File: src/rtl/assert_macros.svh
// Assertion macros shared by the RTL of the anchor pixel selector.
// Simulation builds get concurrent assertions; synthesis builds get nothing.
`ifndef ASSERT_MACROS_SVH
`define ASSERT_MACROS_SVH
`ifndef SYNTHESIS
`define APS_ASSERT_IMP(label, clk, rst, a, b) \
  label: assert property (@(posedge clk) disable iff (rst) (a) |-> (b)) \
    else $error("same-cycle implication failed");
`define APS_ASSERT_NXT(label, clk, rst, a, b) \
  label: assert property (@(posedge clk) disable iff (rst) (a) |=> (b)) \
    else $error("next-cycle implication failed");
`else
`define APS_ASSERT_IMP(label, clk, rst, a, b)
`define APS_ASSERT_NXT(label, clk, rst, a, b)
`endif
`endif

File: src/rtl/apsel_pkg.sv
// Types, constants and codes of the anchor pixel selector.
// Used by the configuration interface, the controller, the datapath and the top level.
`timescale 1ns / 1ps
`default_nettype none
package apsel_pkg;

  localparam int MAX_PIXELS = 65536;
  localparam int ADDR_W     = $clog2(MAX_PIXELS);
  localparam int CNT_W      = ADDR_W + 1;
  localparam int MAX_WIDTH  = 4096;
  localparam int WIDTH_W    = 13;
  localparam int CFG_IDX_W  = 8;
  localparam int CFG_DATA_W = 16;

  localparam logic signed [15:0] NDVI_MIN_RAW = 16'sd3276;

  localparam logic [CFG_IDX_W-1:0] REG_MODE        = 8'd0;
  localparam logic [CFG_IDX_W-1:0] REG_WIDTH       = 8'd1;
  localparam logic [CFG_IDX_W-1:0] REG_NDVI_LOW    = 8'd2;
  localparam logic [CFG_IDX_W-1:0] REG_NDVI_HIGH   = 8'd3;
  localparam logic [CFG_IDX_W-1:0] REG_ALBEDO_LOW  = 8'd4;
  localparam logic [CFG_IDX_W-1:0] REG_ALBEDO_HIGH = 8'd5;
  localparam logic [CFG_IDX_W-1:0] REG_TEMP_LOW    = 8'd6;
  localparam logic [CFG_IDX_W-1:0] REG_TEMP_HIGH   = 8'd7;

  typedef enum logic [2:0] {
    SCAN_QUANT,
    SCAN_COUNT,
    SCAN_MED,
    SCAN_LESS,
    SCAN_PICK
  } scan_kind_t;

  typedef enum logic [4:0] {
    S_LOAD,
    S_QSETUP,
    S_QSTART,
    S_QWAIT,
    S_QBIT,
    S_QSTORE,
    S_CSTART,
    S_CWAIT,
    S_CTHR,
    S_MSTART,
    S_MWAIT,
    S_MBIT,
    S_LSTART,
    S_LWAIT,
    S_RANK,
    S_PSTART,
    S_PWAIT,
    S_DSTART,
    S_DSTEP,
    S_OUT,
    S_EMPTY
  } state_t;

  typedef struct packed {
    logic       load_en;
    logic       scan_start;
    scan_kind_t scan_kind;
    logic [2:0] qsel;
    logic [3:0] bit_idx;
    logic       load_thr_quant;
    logic       load_thr_med;
    logic       res_clear;
    logic       bit_update;
    logic       store_bound;
    logic       load_rank;
    logic       div_start;
    logic       div_step;
    logic       out_load;
    logic       out_found;
    logic       image_done;
  } cmd_t;

  typedef struct packed {
    logic scan_done;
    logic vc_zero;
    logic cnt_zero;
    logic out_busy;
  } status_t;

endpackage
`default_nettype wire

File: src/rtl/apsel_ctrl.sv
// Sequencer of the anchor pixel selector: loading, quantile searches,
// candidate median search, pick and divide. Uses apsel_pkg types.
`timescale 1ns / 1ps
`default_nettype none
module apsel_ctrl (
  input  wire logic               clk,
  input  wire logic               rst,
  input  wire logic               in_valid,
  input  wire logic               in_last,
  input  wire apsel_pkg::status_t status,
  output apsel_pkg::cmd_t         cmd
);

  apsel_pkg::state_t state, state_next;
  logic [2:0] qi, qi_next;
  logic [3:0] bit_idx, bit_idx_next;

  always_ff @(posedge clk) begin
    if (rst) begin
      state   <= apsel_pkg::S_LOAD;
      qi      <= 3'd0;
      bit_idx <= 4'd15;
    end else begin
      state   <= state_next;
      qi      <= qi_next;
      bit_idx <= bit_idx_next;
    end
  end

  always_comb begin
    state_next   = state;
    qi_next      = qi;
    bit_idx_next = bit_idx;
    case (state)
      apsel_pkg::S_LOAD: begin
        if (in_valid && in_last) begin
          state_next = apsel_pkg::S_QSETUP;
          qi_next    = 3'd0;
        end
      end
      apsel_pkg::S_QSETUP: begin
        bit_idx_next = 4'd15;
        state_next   = status.vc_zero ? apsel_pkg::S_QSTORE : apsel_pkg::S_QSTART;
      end
      apsel_pkg::S_QSTART: state_next = apsel_pkg::S_QWAIT;
      apsel_pkg::S_QWAIT: begin
        if (status.scan_done) state_next = apsel_pkg::S_QBIT;
      end
      apsel_pkg::S_QBIT: begin
        if (bit_idx == 4'd0) begin
          state_next = apsel_pkg::S_QSTORE;
        end else begin
          bit_idx_next = bit_idx - 4'd1;
          state_next   = apsel_pkg::S_QSTART;
        end
      end
      apsel_pkg::S_QSTORE: begin
        if (qi == 3'd5) begin
          state_next = apsel_pkg::S_CSTART;
        end else begin
          qi_next    = qi + 3'd1;
          state_next = apsel_pkg::S_QSETUP;
        end
      end
      apsel_pkg::S_CSTART: state_next = apsel_pkg::S_CWAIT;
      apsel_pkg::S_CWAIT: begin
        if (status.scan_done) state_next = apsel_pkg::S_CTHR;
      end
      apsel_pkg::S_CTHR: begin
        bit_idx_next = 4'd15;
        state_next   = status.cnt_zero ? apsel_pkg::S_EMPTY : apsel_pkg::S_MSTART;
      end
      apsel_pkg::S_MSTART: state_next = apsel_pkg::S_MWAIT;
      apsel_pkg::S_MWAIT: begin
        if (status.scan_done) state_next = apsel_pkg::S_MBIT;
      end
      apsel_pkg::S_MBIT: begin
        if (bit_idx == 4'd0) begin
          state_next = apsel_pkg::S_LSTART;
        end else begin
          bit_idx_next = bit_idx - 4'd1;
          state_next   = apsel_pkg::S_MSTART;
        end
      end
      apsel_pkg::S_LSTART: state_next = apsel_pkg::S_LWAIT;
      apsel_pkg::S_LWAIT: begin
        if (status.scan_done) state_next = apsel_pkg::S_RANK;
      end
      apsel_pkg::S_RANK: state_next = apsel_pkg::S_PSTART;
      apsel_pkg::S_PSTART: state_next = apsel_pkg::S_PWAIT;
      apsel_pkg::S_PWAIT: begin
        if (status.scan_done) state_next = apsel_pkg::S_DSTART;
      end
      apsel_pkg::S_DSTART: begin
        bit_idx_next = 4'd15;
        state_next   = apsel_pkg::S_DSTEP;
      end
      apsel_pkg::S_DSTEP: begin
        if (bit_idx == 4'd0) begin
          state_next = apsel_pkg::S_OUT;
        end else begin
          bit_idx_next = bit_idx - 4'd1;
        end
      end
      apsel_pkg::S_OUT, apsel_pkg::S_EMPTY: begin
        if (!status.out_busy) state_next = apsel_pkg::S_LOAD;
      end
      default: state_next = apsel_pkg::S_LOAD;
    endcase
  end

  always_comb begin
    cmd         = '0;
    cmd.qsel    = qi;
    cmd.bit_idx = bit_idx;
    cmd.scan_kind = apsel_pkg::SCAN_QUANT;
    case (state)
      apsel_pkg::S_LOAD: cmd.load_en = 1'b1;
      apsel_pkg::S_QSETUP: begin
        cmd.load_thr_quant = 1'b1;
        cmd.res_clear      = 1'b1;
      end
      apsel_pkg::S_QSTART: begin
        cmd.scan_start = 1'b1;
        cmd.scan_kind  = apsel_pkg::SCAN_QUANT;
      end
      apsel_pkg::S_QBIT: cmd.bit_update = 1'b1;
      apsel_pkg::S_QSTORE: cmd.store_bound = 1'b1;
      apsel_pkg::S_CSTART: begin
        cmd.scan_start = 1'b1;
        cmd.scan_kind  = apsel_pkg::SCAN_COUNT;
      end
      apsel_pkg::S_CTHR: begin
        cmd.load_thr_med = 1'b1;
        cmd.res_clear    = 1'b1;
      end
      apsel_pkg::S_MSTART: begin
        cmd.scan_start = 1'b1;
        cmd.scan_kind  = apsel_pkg::SCAN_MED;
      end
      apsel_pkg::S_MBIT: cmd.bit_update = 1'b1;
      apsel_pkg::S_LSTART: begin
        cmd.scan_start = 1'b1;
        cmd.scan_kind  = apsel_pkg::SCAN_LESS;
      end
      apsel_pkg::S_RANK: cmd.load_rank = 1'b1;
      apsel_pkg::S_PSTART: begin
        cmd.scan_start = 1'b1;
        cmd.scan_kind  = apsel_pkg::SCAN_PICK;
      end
      apsel_pkg::S_DSTART: cmd.div_start = 1'b1;
      apsel_pkg::S_DSTEP: cmd.div_step = 1'b1;
      apsel_pkg::S_OUT: begin
        cmd.out_load   = !status.out_busy;
        cmd.out_found  = 1'b1;
        cmd.image_done = !status.out_busy;
      end
      apsel_pkg::S_EMPTY: begin
        cmd.out_load   = !status.out_busy;
        cmd.out_found  = 1'b0;
        cmd.image_done = !status.out_busy;
      end
      default: cmd.load_en = 1'b0;
    endcase
  end

endmodule
`default_nettype wire

File: config.mk
export PLATFORM = sky130hd
export DESIGN_NAME = apsel_ctrl
export DESIGN_NICKNAME = d
export VERILOG_FILES = /design/src/rtl/assert_macros.svh /design/src/rtl/apsel_pkg.sv /design/src/rtl/apsel_ctrl.sv
export SDC_FILE = /design/constraint.sdc
export NUM_CORES = 1
export LEC_CHECK = 0
export ABC_AREA = 1
export ABC_CLOCK_PERIOD_IN_PS = 2000
export BUFFER_PORTS_ARGS = -buffer_cell sky130_fd_sc_hd__buf_2
export CAP_MARGIN = 0
export CORE_MARGIN = 5
export CORE_UTILIZATION = 25
export CTS_BUF_LIST = sky130_fd_sc_hd__clkbuf_4 sky130_fd_sc_hd__clkbuf_8 sky130_fd_sc_hd__clkbuf_16
export DETAILED_ROUTE_END_ITERATION = 12
export GPL_TIMING_DRIVEN = 0
export SLEW_MARGIN = 20
export SYNTH_ARGS = -nofsm -noshare
export SYNTH_HDL_FRONTEND = slang
export SYNTH_SLANG_ARGS = --single-unit
File: constraint.sdc
create_clock -name clk -period 2 [get_ports clk]
set_input_delay 0.2 -clock clk [delete_from_list [all_inputs] [get_ports clk]]
set_output_delay 0.2 -clock clk [all_outputs]
set_load 0.02 [all_outputs]
==> key figures, run 1 <==
Floorplan
  • Die X: 82.6 um
  • Die Ht: 82.6 um
  • Starting Density: 25.8%
  • Num rows: 26
  • Io pins: 31
  • Core area: 5110 um^2
  • Die Area: 6820 um^2

Synth
  • Top FF cell, synth: dfxtp_1
  • Post-Syn Instances: 219
  • Syn Area/Cell: 6.02 um^2
  • Mapped Nets: 230
  • Flops & latches, synth: 12
  • Share of synthesized registers carrying an async set or reset: 0%
  • Synth cell types: 24
  • Post-synthesis sequential area ratio: 18.2%
  • Yosys warning count: 0
  • Post-synth EDFFs: 0
  • Mapped Area: 1320 um^2

Worst setup path
  • CP startpoint kind: flip-flop
  • Cells along the critical path: inv_2 > nor2_4 > nand3_1 > a21oi_1 > buf_4 > buf_2
  • R2R depth: 10
  • Worst path slowest cell: dfxtp_1
  • Setup CP Type: flip-flop to output port
  • Worst-path maximum fanout: 7
  • Largest stage delay, worst path: 0.43 ns
  • Crit path DAT: 1.64 ns
  • Crit. End Element: output port
  • CP required: 1.80 ns

STA
  • Tmin final: 1.84 ns
  • Slew HR: 76.3%
  • Final Setup Violations: 0
  • RSZ-0062 raised after global routing: false
  • Max Freq: 0.545 GHz
  • Hold_ws: 0.231 ns
  • Pins Over Slew Limit: 0
  • Final worst setup slack: 0.165 ns
  • Setup_tns: 0 ns
  • Clock Skew: 0.00234 ns
  • Crit share post-route: 91.8%
  • Final Hold Viols: 0
  • Slew @ Worst Pin: 0.355 ns

Layout
  • Reg area: 240 um^2
  • Design area: 1620 um^2
  • Nets: 265
  • Fill cells: 589
  • Area Overhead vs Synth: 22.6%
  • N_diodes: 0
  • Multi-input gate area: 912 um^2
  • Layout cell share with drive strength beyond 1: 29.6%

Clocking
  • Clk buf depth: 2
  • Clock latency on the worst-skew pair: 0.24 ns
  • TritonCTS clock tree: built
  • Htree depth: 1
  • Root Buffer: clkbuf_8
  • Clock tree sinks: 12
  • Postcts setup bufs: 0
  • Clock-pin slew on the worst setup and hold paths: 0.05 ns
  • Cts bufs inserted: 3

GRT
  • Initial antenna violation count: 0
  • Largest net degree at the start of global routing: 11
  • GRT overflow: 0
  • Vias in the first global route: 1306
  • First-pass GRT wire length: 5790 um
  • Gr usage total: 10.8%

Worst hold path
  • Worst hold stages: 2
  • Min-Delay Path Class: primary input to flip-flop

Drt
  • Drt drc: 0
  • Routed Wire Length: 3510 um
  • DR WL/cell: 10.9 um
  • Antenna-violating nets left: 0
  • Initial DRT Pass Iterations: 4
  • Initial DRC count: 71
  • Vias per cell: 4.36
  • Vias: 1409

Placement
  • Gpl congestion: 0.882
  • Dpl ws: 0.238 ns
  • Post-DP Area: 1560 um^2
  • Port-buffer cells: 30
  • Hpwl dp: 2970 um

Power
  • Worst vdd ir: 0.000332 V
  • P per Cell Area: 985 nW/um^2
  • Leakage: 0.959 nW

Run status
  • Outcome: finished, final reports clean

Run
  • Maxcap violations: 0
==> cell type report <==
type | instances | share of cell area (%)
Sequential cell | 12 | 14.9
Clock buffer | 4 | 3.41
Multi-Input combinational cell | 168 | 56.5
Inverter | 35 | 8.21
Tap cell | 70 | 5.42
Timing Repair Buffer | 30 | 9.30
Buffer | 4 | 2.32
==> routing by layer <==
| layer | wire (um) | vias up | GRT usage, % |
|---|---|---|---|
| li1 | - | 760 | - |
| met1 | 1590 | 601 | 13.7 |
| met2 | 1620 | 44 | 18.3 |
| met3 | 273 | 4 | 3.47 |
| met4 | 32 | 0 | 1.47 |
| met5 | 0 | - | 0 |
==> synth_stat cells, types with 2 or more instances <==
| cell | number | area, um^2 |
|---|---|---|
| a21oi_1 | 14 | 70.1 |
| buf_4 | 2 | 15.0 |
| buf_6 | 2 | 22.5 |
| dfxtp_1 | 12 | 240 |
| ha_1 | 3 | 37.5 |
| inv_1 | 29 | 109 |
| inv_2 | 5 | 18.8 |
| nand2_1 | 59 | 221 |
| nand2_2 | 6 | 37.5 |
| nand2_4 | 6 | 67.6 |
| nand3_1 | 28 | 140 |
| nand3_2 | 3 | 30.0 |
| nand4_1 | 2 | 12.5 |
| nor2_1 | 25 | 93.8 |
| nor2_2 | 5 | 31.3 |
| nor2_4 | 8 | 90.1 |
| o21ai_1 | 3 | 15.0 |
==> sequential cells by signal, indices dropped and copies added (netlist names) <==
signal   flops
state        5
qi           3
bit_idx      4
==> worst max-delay path, delay by kind of cell (launching register included) <==
kind                   cells  cell delay [ns]
flip-flops                 1             0.43
buffers and inverters      3             0.36
AO/OA/AOI/OAI              1             0.21
AND/OR/NAND/NOR            2             0.40
==> repair_timing <==
| action | CTS | global route |
|---|---|---|
| endpoints found under the hold margin | 0 | 0 |
| resized for setup | 0 | 1 |
| hold buffers | 0 | 0 |
| setup endpoints to repair | 0 | 2 |
==> worst paths after layout <==
check	slack, ns	end	from
setup / recovery	0.16	cmd[2]	state[2]$_SDFFE_PP0P_
hold / removal	0.23	state[4]$_SDFFE_PP0P_	rst
setup reg to reg	0.35	state[1]$_SDFFE_PP0P_	bit_idx[0]$_SDFFE_PP1P_
hold reg to reg	0.48	bit_idx[3]$_SDFFE_PP1P_	bit_idx[3]$_SDFFE_PP1P_
==> power by group <==
| group | internal, mW | switching, mW |
|---|---|---|
| registers | 0.284 | 0.0689 |
| logic | 0.317 | 0.656 |
| clock network | 0.174 | 0.0902 |
| total | 0.776 | 0.815 |
==> through the flow <==
stage | util, % | power, mW | std cells
2_1_floorplan | - | 1.09 | 219
3_3_place_gp | 30.5 | 1.33 | 319
3_5_place_dp | 30.5 | 1.34 | 319
4_1_cts | 31.5 | 1.61 | 323
5_1_grt | 31.6 | 1.74 | 323
6_report | 31.6 | 1.59 | 323
==> layout by cell type (no fill, tap or decap), types with 2 or more instances in the layout <==
cell type / instances
buf_6: 2
nand2_4: 6
nor2_1: 25
buf_2: 30
nand3_1: 27
nand2_1: 59
nor2_4: 8
inv_2: 5
o21ai_1: 3
nand3_2: 4
clkbuf_8: 4
dfxtp_1: 12
ha_1: 3
buf_4: 2
a21oi_1: 14
nor2_2: 5
nand4_1: 2
nand2_2: 6
inv_1: 29
==> cells by family after synthesis <==
family / count (synthesis) / synth area share [%]
AO/OA/AOI/OAI: 20 / 8.83
AND/OR/NAND/NOR: 145 / 57.2
buffers and inverters: 39 / 12.9
adder cells (fa/ha/maj): 3 / 2.85
flip-flops: 12 / 18.2
No activity file was read; power rests on OpenSTA's default activity.
==> inputs of run 2 (changes only) <==
- CORE_MARGIN: 5 -> not set
==> run 2 against run 1 <==
Count of clock-buffer cells in the layout unchanged. Largest power group unchanged. Combinational power shrank 2%. Largest cell class unchanged. Critical endpoint unchanged. Via count is 1.1% lower. Setup slack got worse by 0.012 ns.
==> key figures, run 2 (synthesis gave the netlist of run 1 again) <==
Layout
  • Fill cells: 574
  • Leading registers by flop count: state x5, bit_idx x4, qi x3
  • Final std cells w/o fill: 323
  • Nets: 265
  • Reg area: 240 um^2
  • Commonest non-fill, non-tap cells in the layout: nand2_1 (59), buf_2 (30), inv_1 (29)
  • Commonest non-fill, non-tap cell in the layout: nand2_1
  • Area Overhead vs Synth: 22.2%
  • N_diodes: 0
  • Layout cell share with drive strength beyond 1: 29.2%
  • Multi-input gate area: 907 um^2
  • Flip-flop count of the largest register after layout: 5
  • Biggest register: state

Drt
  • Initial DRC count: 91
  • Vias: 1394
  • DR WL/cell: 10.4 um
  • Routed Wire Length: 3370 um
  • Initial DRT Pass Iterations: 4
  • Vias per cell: 4.32
  • Drt drc: 0
  • Antenna-violating nets left: 0

Floorplan
  • Die Area: 5560 um^2
  • Starting Density: 26.0%
  • Core area: 5070 um^2
  • Die Ht: 74.6 um
  • Io pins: 31
  • Num rows: 26
  • Die X: 74.6 um

Power
  • P per Cell Area: 981 nW/um^2
  • Pwr Total: 1.58 mW
  • Worst vdd ir: 0.000257 V
  • Leakage: 0.959 nW

Worst setup path
  • Worst path slowest cell: dfxtp_1
  • Crit. End Element: output port
  • CP required: 1.80 ns
  • CP startpoint kind: flip-flop
  • Largest stage delay, worst path: 0.44 ns
  • Worst-path maximum fanout: 7
  • Cells along the critical path: inv_2 > nor2_4 > nand3_1 > a21oi_1 > buf_4 > buf_2
  • Setup CP Type: flip-flop to output port
  • Crit path DAT: 1.65 ns

Clocking
  • Clock latency on the worst-skew pair: 0.24 ns
  • Cts bufs inserted: 3
  • Root Buffer: clkbuf_8
  • Clock-pin slew on the worst setup and hold paths: 0.05 ns
  • TritonCTS clock tree: built
  • Clock tree sinks: 12
  • Htree depth: 1
  • Post-CTS Resized: 0
  • Hold_buf cts: 0
  • Postcts setup bufs: 0
  • Clk buf depth: 2

Run
  • Maxcap violations: 0

STA
  • Slew @ Worst Pin: 0.348 ns
  • Max Freq: 0.541 GHz
  • Tmin final: 1.85 ns
  • Setup_tns: 0 ns
  • Hold_ws: 0.219 ns
  • Clock Skew: 0.00102 ns
  • RSZ-0062 raised after global routing: false
  • Slew HR: 76.8%
  • Pins Over Slew Limit: 0
  • Crit share post-route: 92.4%
  • Final Hold Viols: 0
  • Final Setup Violations: 0

Placement
  • Port-buffer cells: 30
  • Gpl congestion: 0.865
  • Placed Cells: 319
  • Hpwl dp: 2810 um

Run status
  • Outcome: finished, final reports clean

GRT
  • Initial antenna violation count: 0
  • GRT overflow: 0
  • Vias in the first global route: 1220
  • Largest net degree at the start of global routing: 11
  • Gr usage total: 13.0%
  • First-pass GRT wire length: 5430 um

Worst hold path
  • Min-Delay Path Class: primary input to flip-flop
## run 2: cell counts in the layout (fill, tap and decap cells not counted)
No cell type changed its count.
## run 2: final timing paths
kind	start	end	slack [ns]	cells after the start
worst max-delay path	state[2]$_SDFFE_PP0P_	cmd[2]	0.15	6
worst min-delay path	rst	state[3]$_SDFFE_PP0P_	0.22	2
worst max register to register	bit_idx[0]$_SDFFE_PP1P_	state[1]$_SDFFE_PP0P_	0.30	10
worst min register to register	bit_idx[0]$_SDFFE_PP1P_	bit_idx[0]$_SDFFE_PP1P_	0.48	1
## run 2: critical path, delay by kind of cell (launching register included)
kind                   cells  cell delay (ns)
DFF                        1             0.44
and+or+nand+nor            2             0.41
buffers and inverters      3             0.34
AOI/OAI and AO/OA          1             0.20
## run 2: layer usage
layer,share of wire (%),vias to the layer above,track usage (%)
met5,0,-,0
met4,1.3,0,4.40
met3,4.6,4,3.39
met2,45,21,20.8
met1,49,616,17.0
li1,-,753,-
## run 2: report_power, final
group	leakage, nW	switching (mW)	internal, mW
Combinational	0.832	0.641	0.318
Sequential	0.0975	0.0693	0.284
Clock	0.0288	0.0940	0.174
Total	0.959	0.804	0.776
## run 2: cell type report
| type | instances | share of cell area [%] |
|---|---|---|
| buffer | 4 | 2.33 |
| clock buffer | 4 | 3.42 |
| sequential | 12 | 14.9 |
| inverter | 35 | 8.24 |
| multi-input combinational | 168 | 56.3 |
| tap | 70 | 5.44 |
| timing repair buffer | 30 | 9.32 |
## run 2: per-stage QoR
| stage | area, um^2 | setup WS, ns | util, % |
|---|---|---|---|
| finish | 1610 | 0.153 | 31.7 |
| global route | 1610 | 0.0392 | 31.7 |
| CTS | 1610 | 0.150 | 31.7 |
| detailed placement | 1560 | 0.296 | 30.6 |
| global placement | 1560 | 0.282 | 30.6 |
| floorplan | 1320 | 0.379 | - |
